===== config.mk =====
export PLATFORM = sky130hd
export DESIGN_NAME = path_normalizer_core
export DESIGN_NICKNAME = d
export VERILOG_FILES = /design/src/rtl/core/pnorm_pkg.sv /design/src/rtl/core/pnorm_step.sv /design/src/rtl/core/pnorm_out_reg.sv /design/src/rtl/core/path_normalizer_core.sv
export SDC_FILE = /design/constraint.sdc
export NUM_CORES = 1
export LEC_CHECK = 0
export BUFFER_PORTS_ARGS = -buffer_cell sky130_fd_sc_hd__buf_2
export CAP_MARGIN = 20
export CORE_MARGIN = 2
export CORE_UTILIZATION = 62
export CTS_CLUSTER_DIAMETER = 150
export DETAILED_ROUTE_END_ITERATION = 7
export PLACE_DENSITY = 0.85
export RECOVER_POWER = 25
export SYNTH_ARGS = -nofsm -noshare
export SYNTH_HDL_FRONTEND = slang
export SYNTH_HIERARCHICAL = 1
export SYNTH_SLANG_ARGS = --single-unit

===== constraint.sdc =====
create_clock -name clk -period 5.31 [get_ports clk]
set_clock_uncertainty 0.15 [all_clocks]
set_input_delay 0.531 -clock clk [delete_from_list [all_inputs] [get_ports clk]]
set_output_delay 0.531 -clock clk [all_outputs]
set_load 0.01 [all_outputs]

===== src/rtl/core/pnorm_pkg.sv =====
// Shared types and constants for the path normalizer.
`timescale 1ns / 1ps
`default_nettype none
package pnorm_pkg;

  localparam int unsigned CapWidth   = 13;
  localparam int unsigned ByteWidth  = 8;
  localparam logic [CapWidth-1:0] CapReset = CapWidth'(512);

  localparam logic [ByteWidth-1:0] ChSlash = 8'h2F;
  localparam logic [ByteWidth-1:0] ChDot   = 8'h2E;
  localparam logic [ByteWidth-1:0] ChSpace = 8'h20;
  localparam logic [ByteWidth-1:0] ChDel   = 8'h7F;
  localparam logic [ByteWidth-1:0] ChTerm  = 8'h00;

  typedef enum logic [1:0] {
    ST_OK        = 2'd0,
    ST_INVALID   = 2'd1,
    ST_FORBIDDEN = 2'd2,
    ST_TOO_LONG  = 2'd3
  } status_t;

  // Per-path scan state.
  typedef struct packed {
    logic                skipping_leading;
    logic [1:0]          component_len;
    logic                prev_is_dot;
    logic                prev2_is_dot;
    logic [CapWidth-1:0] written_count;
    logic                discarding;
  } scan_state_t;

  // Scan state armed for a new path.
  localparam scan_state_t ScanRearm = '{
    skipping_leading: 1'b1,
    component_len:    2'd0,
    prev_is_dot:      1'b0,
    prev2_is_dot:     1'b0,
    written_count:    CapWidth'(0),
    discarding:       1'b0
  };

  // One result item.
  typedef struct packed {
    logic                 out_valid;
    logic [ByteWidth-1:0] out_byte;
    logic                 done_res;
    status_t              status;
  } result_t;

endpackage
`default_nettype wire


===== src/rtl/core/pnorm_step.sv =====
// Per-byte scan logic: next state and result for one input byte.
`timescale 1ns / 1ps
`default_nettype none
module pnorm_step
  import pnorm_pkg::*;
(
  input  wire scan_state_t          cur,
  input  wire logic [ByteWidth-1:0] byte_in,
  input  wire logic                 last_in,
  input  wire logic [CapWidth-1:0]  capacity,
  output scan_state_t               nxt,
  output result_t                   res
);

  scan_state_t rearm_state;
  logic        term;
  logic        dot_comp;
  logic        no_room;
  logic        err;
  status_t     err_status;
  logic        emit;
  logic [CapWidth:0] count_inc;

  always_comb begin
    rearm_state = '0;
    rearm_state.skipping_leading = 1'b1;
  end

  assign term      = (byte_in == ChTerm);
  assign dot_comp  = ((cur.component_len == 2'd1) && cur.prev_is_dot) ||
                     ((cur.component_len == 2'd2) && cur.prev_is_dot && cur.prev2_is_dot);
  assign count_inc = {1'b0, cur.written_count} + (CapWidth+1)'(1);
  assign no_room   = (count_inc >= {1'b0, capacity});

  always_comb begin
    nxt        = cur;
    res        = '0;
    err        = 1'b0;
    err_status = ST_OK;
    emit       = 1'b0;

    if (cur.discarding) begin
      // drop bytes until the end of the path
      if (term || last_in) nxt = rearm_state;
    end else if (term) begin
      res.done_res = 1'b1;
      priority if (cur.skipping_leading) res.status = ST_INVALID;
      else if (cur.component_len == 2'd0 || dot_comp) res.status = ST_FORBIDDEN;
      else res.status = ST_OK;
      nxt = rearm_state;
    end else begin
      if (byte_in == ChSlash) begin
        priority if (cur.skipping_leading || cur.component_len == 2'd0) begin
          // leading or repeated slash: nothing to emit
        end else if (dot_comp) begin
          err = 1'b1; err_status = ST_FORBIDDEN;
        end else if (no_room) begin
          err = 1'b1; err_status = ST_TOO_LONG;
        end else if (!last_in) begin
          emit = 1'b1;
          nxt.component_len = 2'd0;
          nxt.prev_is_dot   = 1'b0;
          nxt.prev2_is_dot  = 1'b0;
        end else begin
          // separator on the last byte: reported as a missing terminator below
        end
      end else if (byte_in < ChSpace || byte_in == ChDel) begin
        err = 1'b1; err_status = ST_INVALID;
      end else if (no_room) begin
        err = 1'b1; err_status = ST_TOO_LONG;
      end else if (!last_in) begin
        emit = 1'b1;
        nxt.skipping_leading = 1'b0;
        if (cur.component_len != 2'd3) nxt.component_len = cur.component_len + 2'd1;
        nxt.prev2_is_dot = cur.prev_is_dot;
        nxt.prev_is_dot  = (byte_in == ChDot);
      end

      // missing terminator ranks below the byte's own checks
      if (!err && last_in) begin
        err = 1'b1; err_status = ST_INVALID;
      end

      if (emit) begin
        res.out_valid     = 1'b1;
        res.out_byte      = byte_in;
        nxt.written_count = count_inc[CapWidth-1:0];
      end

      if (err) begin
        res.done_res = 1'b1;
        res.status   = err_status;
        if (last_in) nxt = rearm_state;
        else         nxt.discarding = 1'b1;
      end
    end
  end

endmodule
`default_nettype wire


===== src/rtl/core/pnorm_out_reg.sv =====
// Result register between the scan logic and the output channel.
`timescale 1ns / 1ps
`default_nettype none
module pnorm_out_reg
  import pnorm_pkg::*;
(
  input  wire logic    clk,
  input  wire logic    rst,
  input  wire logic    load,
  input  wire result_t load_data,
  input  wire logic    res_stall,
  output logic         res_valid,
  output result_t      res_data,
  output logic         busy
);

  // a full register that is not being drained blocks new loads
  assign busy = res_valid && res_stall;

  always_ff @(posedge clk) begin
    if (rst) begin
      res_valid <= 1'b0;
    end else if (load) begin
      res_valid <= 1'b1;
    end else if (!res_stall) begin
      res_valid <= 1'b0;
    end
  end

  always_ff @(posedge clk) begin
    if (load) begin
      res_data <= load_data;
    end
  end

endmodule
`default_nettype wire


===== src/rtl/core/path_normalizer_core.sv =====
// Path normalizer top level: byte-stream path cleanup with error reporting.
//
// Input channel (in_valid / in_stall) carries one path byte per transfer,
// byte 0 being the terminator and last_in marking the buffer's final byte.
// Output channel (res_valid / res_stall) returns exactly one result per
// input byte: out_valid/out_byte for an emitted byte, done_res/status when
// the path ends or an error is found.
// cfg_write_en / cfg_write_data set the output capacity (bytes, including
// the terminator); it applies from the next transferred byte.
// The result is registered: it appears in the cycle after the input transfer.
// Throughput: one byte per cycle while the output is not stalled; the scan
// state update is combinational, and the result register lets a new byte
// enter while the previous result is being taken.
// Reset: capacity returns to 512 and the scanner is armed for a new path.
// A stall on the output holds the result and raises in_stall until the
// result is taken.
`timescale 1ns / 1ps
`default_nettype none
module path_normalizer_core
  import pnorm_pkg::*;
(
  input  wire logic                 clk,
  input  wire logic                 rst,
  input  wire logic                 in_valid,
  output logic                      in_stall,
  input  wire logic [ByteWidth-1:0] byte_in,
  input  wire logic                 last_in,
  output logic                      res_valid,
  input  wire logic                 res_stall,
  output logic                      out_valid,
  output logic [ByteWidth-1:0]      out_byte,
  output logic                      done_res,
  output logic [1:0]                status,
  input  wire logic                 cfg_write_en,
  input  wire logic [CapWidth-1:0]  cfg_write_data
);

  logic [CapWidth-1:0] out_capacity;
  scan_state_t         scan;
  scan_state_t         scan_next;
  result_t             step_res;
  result_t             res_data;
  logic                accept;
  logic                busy;

  assign in_stall = busy;
  assign accept   = in_valid && !busy;

  always_ff @(posedge clk) begin
    if (rst) begin
      out_capacity <= CapReset;
    end else if (cfg_write_en) begin
      out_capacity <= cfg_write_data;
    end
  end

  always_ff @(posedge clk) begin
    if (rst) begin
      scan <= ScanRearm;
    end else if (accept) begin
      scan <= scan_next;
    end
  end

  pnorm_step u_step (
    .cur      (scan),
    .byte_in  (byte_in),
    .last_in  (last_in),
    .capacity (out_capacity),
    .nxt      (scan_next),
    .res      (step_res)
  );

  pnorm_out_reg u_out_reg (
    .clk       (clk),
    .rst       (rst),
    .load      (accept),
    .load_data (step_res),
    .res_stall (res_stall),
    .res_valid (res_valid),
    .res_data  (res_data),
    .busy      (busy)
  );

  assign out_valid = res_data.out_valid;
  assign out_byte  = res_data.out_byte;
  assign done_res  = res_data.done_res;
  assign status    = res_data.status;

  // an emitted byte never closes the path
  assert property (@(posedge clk) disable iff (rst)
    (res_valid && out_valid) |-> (!done_res && out_byte != ChTerm))
    else $error("emitted byte flagged done or zero");

  // status is only reported with done
  assert property (@(posedge clk) disable iff (rst)
    (res_valid && !done_res) |-> (status == ST_OK))
    else $error("status without done");

  // a transferred terminator re-arms the scanner
  assert property (@(posedge clk) disable iff (rst)
    (accept && byte_in == ChTerm) |=>
      (scan.skipping_leading && scan.written_count == '0 && !scan.discarding))
    else $error("terminator did not re-arm scanner");

  // a transfer always leaves a result pending
  assert property (@(posedge clk) disable iff (rst)
    accept |=> res_valid)
    else $error("transfer produced no result");

endmodule
`default_nettype wire


# == Word-level counts from Yosys, hierarchy flattened ==
# Index checks and enable logic that the tools add are counted.
# totals
wordCells,90
register_bits,45
out_inout_bits,14
# op_classes
reduce_logical,18
n_mux,47
n_lt_le_gt_ge,2
bitwise,1
addsub,2
n_eq_ne,8
# op_table
operator,count
19-bit two-way mux,4
1-bit two-way mux,21
4-bit two-way mux,5
18-bit two-way mux,1
2-bit two-way mux,9
8-bit by 6-bit == test with 1-bit output (second input constant),2
5-bit two-way mux,3
13-bit by 1-bit adder with 14-bit output (second input constant),1
14-bit by 13-bit >= comparator with 1-bit output,1
13-bit two-way mux,1
9-bit two-way mux,1
8-bit by 7-bit == test with 1-bit output (second input constant),1
8-bit logical NOT,1
8-bit by 6-bit less-than comparator with 1-bit output (second input constant),1
1-bit logical AND,6
3-bit two-way mux,2
1-bit logical OR,5
2-bit by 1-bit != test with 1-bit output (second input constant),2
3-bit OR reduction,1
2-bit by 1-bit adder with 2-bit output (second input constant),1
2-bit by 1-bit == test with 1-bit output (second input constant),1
2-bit == test (second input constant),1
1-bit logical NOT,2
2-bit logical NOT,1
other kinds (4),4

# == Depth between registers and ports, before layout ==
# Gate-level depths: netlist (run 1).
# depth
word_depth,17
ltp_mapped,18
ltp_nobuf,17

# == Modules after synthesis ==
# The synthesis (run 1) kept the hierarchy.
# by_module_without_submodules
mod,n_inst,seq_area_each_um2,cells_per_inst,area_per_inst_um2
path_normalizer_core,1,640.6,127,1305.0
pnorm_step,1,0.0,187,1246.2
pnorm_out_reg,1,380.4,16,396.6

# == Worst setup path after synthesis (run 1) ==
# Ideal clock, no wire load.
# synth_timing
path_type,register -> register
from,reg scan[1] in the netlist's numbering
to,reg scan[17] in the netlist's numbering
path_stages_with_launch,17
path_buffers,0
required_ps,5086
period_less_slack_ps,3373
path_slack_ps,1937
setup_time_ps,74
t_arrival_ps,3149
cell_sequence,dfxtp_1 -> ha_1 -> nand3_1 -> nor2_1 -> nand3_1 -> nor2_1 -> xor2_1 -> ha_1 -> a21o_1 -> a21oi_1 -> o21ai_0 -> a21oi_2 -> nand2_1 -> or3_1 -> a311oi_1 -> nand4bb_1 -> o21ai_0
# synth_rtl
element,line,source
"start, declared",path_normalizer_core.sv:39,scan_state_t scan;
"start signal, assigned",path_normalizer_core.sv:59,scan <= ScanRearm;
"start signal, assigned",path_normalizer_core.sv:61,scan <= scan_next;

==> results of run 1 <==
[worst max-delay path by stage]
stage	from	to	slack, ps	depth (start not counted)
6_report	scan[1]$_SDFFE_PP0P_	scan[17]$_SDFFE_PP0P_	1310	16
5_1_grt	scan[1]$_SDFFE_PP0P_	scan[17]$_SDFFE_PP0P_	980	16
4_1_cts	scan[1]$_SDFFE_PP0P_	scan[17]$_SDFFE_PP0P_	1370	16
3_5_place_dp	scan[1]$_SDFFE_PP0P_	scan[17]$_SDFFE_PP0P_	1420	16
3_3_place_gp	scan[1]$_SDFFE_PP0P_	scan[0]$_SDFFE_PP0P_	1630	16
2_1_floorplan	scan[1]$_SDFFE_PP0P_	scan[17]$_SDFFE_PP0P_	1940	16
[worst reg2reg max path, cell delays in order, from the launching register on]
cell and delay (ps):
dfxtp_1 440, ha_1 250, nand3_1 190, nor2_1 300
nand3_1 190, nor2_1 260, xor2_1 110, ha_1 190
a21o_1 160, a21oi_1 120, o21ai_0 150, a21oi_2 280
nand2_1 240, or3_1 420, a311oi_1 270, nand4bb_1 120
o21ai_0 90
[flip-flops by register name, summed over array words and instances, names as in the netlist]
name	cells
out_capacity	13
u_out_reg/res_valid	1
scan	19
u_out_reg/res_data	12
[layer usage]
layer	GRT usage [%]	share of wire (%)
met1	33.1	46
met2	40.5	47
met3	4.42	5.7
met4	7.20	0.79
met5	0	0
[logic make-up after synthesis]
kind of cell	synth area share, %
buffers and inverters	4.84
multiplexers	4.75
XOR/XNOR	5.05
AND/OR/NAND/NOR	28.7
flip-flops	34.6
AO/OA/AOI/OAI	16.1
adder cells (fa/ha/maj)	5.94
[stage by stage]
step / utilization, % / worst slack, ps
3_3_place_gp: 67.5 / 1630
2_1_floorplan: - / 1940
3_5_place_dp: 67.5 / 1420
5_1_grt: 69.7 / 976
4_1_cts: 69.8 / 1370
6_report: 69.7 / 1310
[report_power, final]
part,internal (mW),switching [mW]
clock network,0.139,0.115
registers,0.368,0.00844
logic,0.0440,0.0632
[layout make-up]
type / instances / area (µm²)
Fill cell: 377 / 1410
Clock inverter: 2 / 33.8
Clock buffer: 6 / 72.6
Multi-Input combinational cell: 252 / 1790
Timing Repair Buffer: 41 / 201
Inverter: 17 / 65.1
Tap cell: 54 / 67.6
Sequential cell: 45 / 1020
[synth_stat cells (all sizes together) (2+ instances only)]
library cell	n
nand3	9
clkbuf	7
a21oi	16
a32oi	2
o221ai	2
and4	3
o211ai	2
xor2	8
nand2b	21
o21a	3
or4	2
or4bb	2
nand2	18
a211o	2
ha	14
o31ai	4
dfxtp	33
and2	11
nor2	34
xnor2	9
a31o	3
buf	9
nor3	3
or3	2
o21ai	22
nand4	5
a21o	4
nand4bb	16
mux2i	14
inv	16
nor4	4
nor2b	3
edfxtp	12
==> results.md, run 1 <==
* FF+latch count, synth at 45
* Routed vias at between 2000 and 3000
* Hold Crit Start: cfg_write_data[9]
* Global-route wire length before repair at around 10000 µm
* Total GRT Usage at 24.6%
* Core ar. at 0.00466 mm²
* Avg Vias per Cell at 6.16
* R2r endpoint: scan[17]$_SDFFE_PP0P_
* Synth cell types at 57
* Reg-to-reg slack, setup at between 1000 and 1500 ps
* Failing checks: capacitance limit, slew limit
* Final min period at 4000 ps
* H-Tree Depth at 2
* MaxCap Viol Count at 1
* Asr flop ratio synth at 0%
* Unrepaired setup endpoints after global routing: no
* Peak supply drop at 0.121 mV
* Number of synthesized flops with an enable pin at 12
* GPL Wtd Cong at a little over 0.9
* Initial core utilization at 63.2%
* Endpoints failing setup at 0
* Area delta synth->final at 10.2%
* CP arrival at slightly above 4000 ps
* Number of gates resized after CTS at 0
* Residual DRC count at 0
* F_max at 250 MHz
* Crit share post-route at 75.3%
* Largest net degree at the start of global routing at 53
* Ys Warns at 6
* Clock buffer depth at 2
* Largest area contributor in the netlist: dfxtp_1
* IO Port Bufs at 40
* Row cnt at 25
* Finished Layout Cells at 417
* CTS root buf: clkbuf_8
* DP Wirelength at 4230 µm
* CTS tree: yes
* Clock Latency Late Sink at 300 ps
* Die W at 73.0 µm
* Post-route cell area at 0.00325 mm²
* Area after DPL at between 0.003 and 0.004 mm²
* Grt ovf at 0
* Mapped cell area at 0.00295 mm²
* Syn_nets at 371
* Pwr dens at 227 mW/mm²
* DRT Pass-1 Iters at 5
* WS Path Type: flop to flop
* Overall power at 0.738 mW
* Initial drt markers at ~300
* TNS Setup at 0 ps
* Seq/Total Area, Yosys at 34.6%
* WHS at between 200 and 300 ps
* Placed cells at 409
* Hold Crit Class: input pin to flop
* Worst-Margin Slew at between 1500 and 2000 ps
* Syn_area_per_cell at 8.93 µm²
* Diode count at 0
* Top-area cell type share of the netlist area at 22.4%
* Setup Buffers After CTS at 0
* FF-to-FF path depth at 16
* Hold buffers post-CTS at 0
* Crit path cell chain: ha_1, nand3_1, nor2_1, nand3_1, nor2_1, xor2_1, ha_1, a21o_1, a21oi_1, o21ai_0, a21oi_2, nand2_1, or3_1, a311oi_1, nand4bb_1, o21ai_0
* Share of cells above drive strength 1 at roughly 15%
* Crit Path Max Fanout at 7
* I/O pins at a little over 40
* Status: finished with violations
* Final Hold Viols at 0
* WHS Path Cells at 2
* Routed len/inst at 15.2 µm
* Sink Count at 45
* Worst Hold Endpoint: out_capacity[9]$_SDFFE_PP1P_
* CP endpoint kind: flop
* Critical path buffers and inverters at 0
* Crit Reg-Reg Startpoint: scan[1]$_SDFFE_PP0P_
* Remaining antenna violation count at 0
* NumNets Final at around 400
* Rel. slew slack at -16.1%
* Leak at 1.32 nW
* Cts bufs inserted at 5
* CP max stage delay at 440 ps
* Main synth FF type: dfxtp_1
* Synth top area cells: dfxtp_1 22%, edfxtp_1 12%, nand4bb_1 6.1%
* Chip Height at about 73 µm
* Slowest-stage cell, CP: dfxtp_1
* Vias in the first global route at 2320
* Worst path required time at 5380 ps
* WL final at ~6300 µm
* Post-synthesis cell count at 330
* Clk slew on worst S/H paths at ~90 ps
* Final number of max-transition violations at 53
* Top delay family on crit path: simple AND/OR/NAND/NOR gates
* Die area at ~0.0053 mm²
* Commonest non-fill, non-tap cell in the layout: buf_2
* Startpoint Class: flop
* Initial antenna violation count at 0
* Most frequent cells in the layout: 35 x buf_2, 34 x nor2_1, 33 x dfxtp_1
No activity file was read; power rests on OpenSTA's default activity.
==> run 2, diff against run 1 <==
ABC_AREA = 1   (was default)
CORE_UTILIZATION = 53   (was 62)
PLACE_DENSITY = 0.77   (was 0.85)
clock period = 3.36 ns   (was 5.31 ns; I/O delays follow)
==> results.md, run 2 <==
* GPL Wtd Cong at 0.873
* FILL cells at between 500 and 600
* Synth cell types at 32
* Initial core utilization at 54.0%
* WHS Path Cells at 2
* Placed cells at 603
* Rel. slew slack at 37.3%
* Top-area cell type share of the netlist area at 21.0%
* Most flops, register: scan
* Most numerous cell in the Yosys netlist: nand2_1
* Mapped cell area at 0.00314 mm²
* Total GRT Usage at 25.1%
* Most frequent cells in the layout: 112 x nand2_1, 84 x nor2_1, 83 x inv_1
* Final min period at 3380 ps
* Die W at 81.0 µm
* CTS root buf: clkbuf_8
* Vias in the first global route at 3027
* Worst-Margin Slew at approximately 940 ps
* DP Wirelength at around 5300 µm
* Initial antenna violation count at 0
* Crit share post-route at 101%
* Core ar. at 0.00582 mm²
* CP max stage delay at 370 ps
* Sink Count at 45
* MaxCap Viol Count at 0
* Number of synthesized flops with an enable pin at 12
* CTS tree: yes
* Residual DRC count at 0
* H-Tree Depth at 2
* Finished Layout Cells at 619
* Leak at 1.93 nW
* WL final at 7950 µm
* Remaining antenna violation count at 0
* Largest net degree at the start of global routing at 33
* Clock Latency Late Sink at approximately 300 ps
* Routed vias at 3215
* Area after DPL at 0.00345 mm²
* Startpoint Class: flop
* Initial drt markers at 225
* Peak supply drop at about 0.28 mV
* Post-synthesis cell count at 488
* Pwr dens at 406 mW/mm²
* Chip Height at 81.0 µm
* Share of cells above drive strength 1 at 18.9%
* DRT Pass-1 Iters at 7
* Largest area contributor in the netlist: dfxtp_1
* Most used cell, CP: nand2_1
* Top delay family on crit path: simple AND/OR/NAND/NOR gates
* Reg-to-reg slack, setup at -20 ps
* Row cnt at 28
* Area delta synth->final at 22.4%
* Largest register FFs at 19
* Hold buffers post-CTS at 0
* Status: finished with violations
* Endpoints failing setup at 4
* WS Path Type: flop to flop
* Syn_nets at 529
* Crit Path Max Fanout at 7
* Main synth FF type: dfxtp_1
* FF+latch count, synth at between 40 and 50
* Largest registers: scan: 19 flops, out_capacity: 13 flops, u_out_reg/res_data: 12 flops
* TNS Setup at -40.4 ps
* Avg Vias per Cell at just over 5
* Die area at about 0.0066 mm²
* Clk slew on worst S/H paths at ~90 ps
* NumNets Final at 584
* Post-route cell area at 0.00384 mm²
* Diode count at 0
* Hold Crit Class: input pin to flop
* FF-to-FF path depth at 25
* F_max at 296 MHz
* CP Depth at 25
* I/O pins at between 40 and 50
* Clock buffer depth at 2
* Routed len/inst at 12.8 µm
* Unrepaired setup endpoints after global routing: yes
* Worst slack at placement at -78.7 ps
* Grt ovf at 0
* CP endpoint kind: flop
* Synth top area cells: dfxtp_1 21%, nand2_1 15%, edfxtp_1 11%
* Slowest-stage cell, CP: dfxtp_4
* Global-route wire length before repair at 13100 µm
* Final number of max-transition violations at 0
* Synth cell count leaders: 123 x nand2_1, 88 x nor2_1, 83 x inv_1, 47 x nand3_1, 33 x dfxtp_1
* Failing checks: setup timing
* Cts bufs inserted at 5
* Ys Warns at 6
* Worst setup margin at -17.9 ps
* Final Hold Viols at 0
* Syn_area_per_cell at 6.44 µm²
* Seq/Total Area, Yosys at 32.5%
* Critical path buffers and inverters at 2
* Asr flop ratio synth at 0%
* Commonest non-fill, non-tap cell in the layout: nand2_1
* Worst path required time at 3400 ps
* CP arrival at about 3400 ps
* IO Port Bufs at 40
==> run 2: layout make-up <==
class	count	area (µm²)	share of cell area [%]
sequential	45	1030	26.7
timing repair buffer	59	330	8.59
multi-input combinational	345	1930	50.2
clock buffer	5	68.8	1.79
tap	75	93.8	2.44
clock inverter	3	65.1	1.69
inverter	87	329	8.56
==> run 2: where the power goes <==
part           switching, mW  total [mW]  internal [mW]
registers             0.0339       0.638          0.604
clock network          0.189       0.485          0.296
logic                  0.272       0.438          0.166
total                  0.495        1.56           1.07
==> run 2: worst reg2reg max path, delay by kind of cell (launching register included) <==
kind                       cells  cell delay (ps)
adders and majority gates      2              440
and+or+nand+nor               20             1960
buffers and inverters          2              150
xor gates and xnor gates       1              190
DFF                            1              370
==> run 2: cells by family after synthesis <==
logic type	Yosys count	share of synthesized area [%]
AO/OA/AOI/OAI	29	5.02
AND/OR/NAND/NOR	291	41.3
adder cells (fa/ha/maj)	14	5.58
flip-flops	45	32.5
buffers and inverters	101	13.4
XOR/XNOR	8	2.23
==> run 2: timing repair <==
item | 4_1_cts | 5_1_grt
resized for setup | 11 | 37
endpoints found under the setup margin | 17 | 31
setup buffers | 1 | 5
pin swaps | 9 | 32
cloned | 3 | 0
==> run 2: path summary, 6_finish.rpt <==
path / endpoint / startpoint
worst max-delay path: scan[5]$_SDFFE_PP0P_ / scan[2]$_SDFFE_PP0P_
worst min-delay path: u_out_reg/res_valid$_SDFFE_PP0P_ / rst
worst max register to register: scan[5]$_SDFFE_PP0P_ / scan[2]$_SDFFE_PP0P_
worst min register to register: out_capacity[9]$_SDFFE_PP1P_ / out_capacity[9]$_SDFFE_PP1P_
==> run 2: layer usage <==
metal	GRT usage [%]	share of wire (%)	up-vias
li1	-	-	1628
met1	29.6	44	1467
met2	46.2	49	100
met3	3.67	5.0	20
met4	8.31	1.9	0
met5	0	0	-
==> run 2: metrics by stage <==
step	total power [mW]	utilization, %	hold WS [ps]
3_3_place_gp	1.01	59.3	296
6_report	1.56	66.1	57.1
5_1_grt	1.65	66.1	42.9
3_5_place_dp	1.02	59.3	302
2_1_floorplan	0.920	-	248
4_1_cts	1.52	63.2	51.1
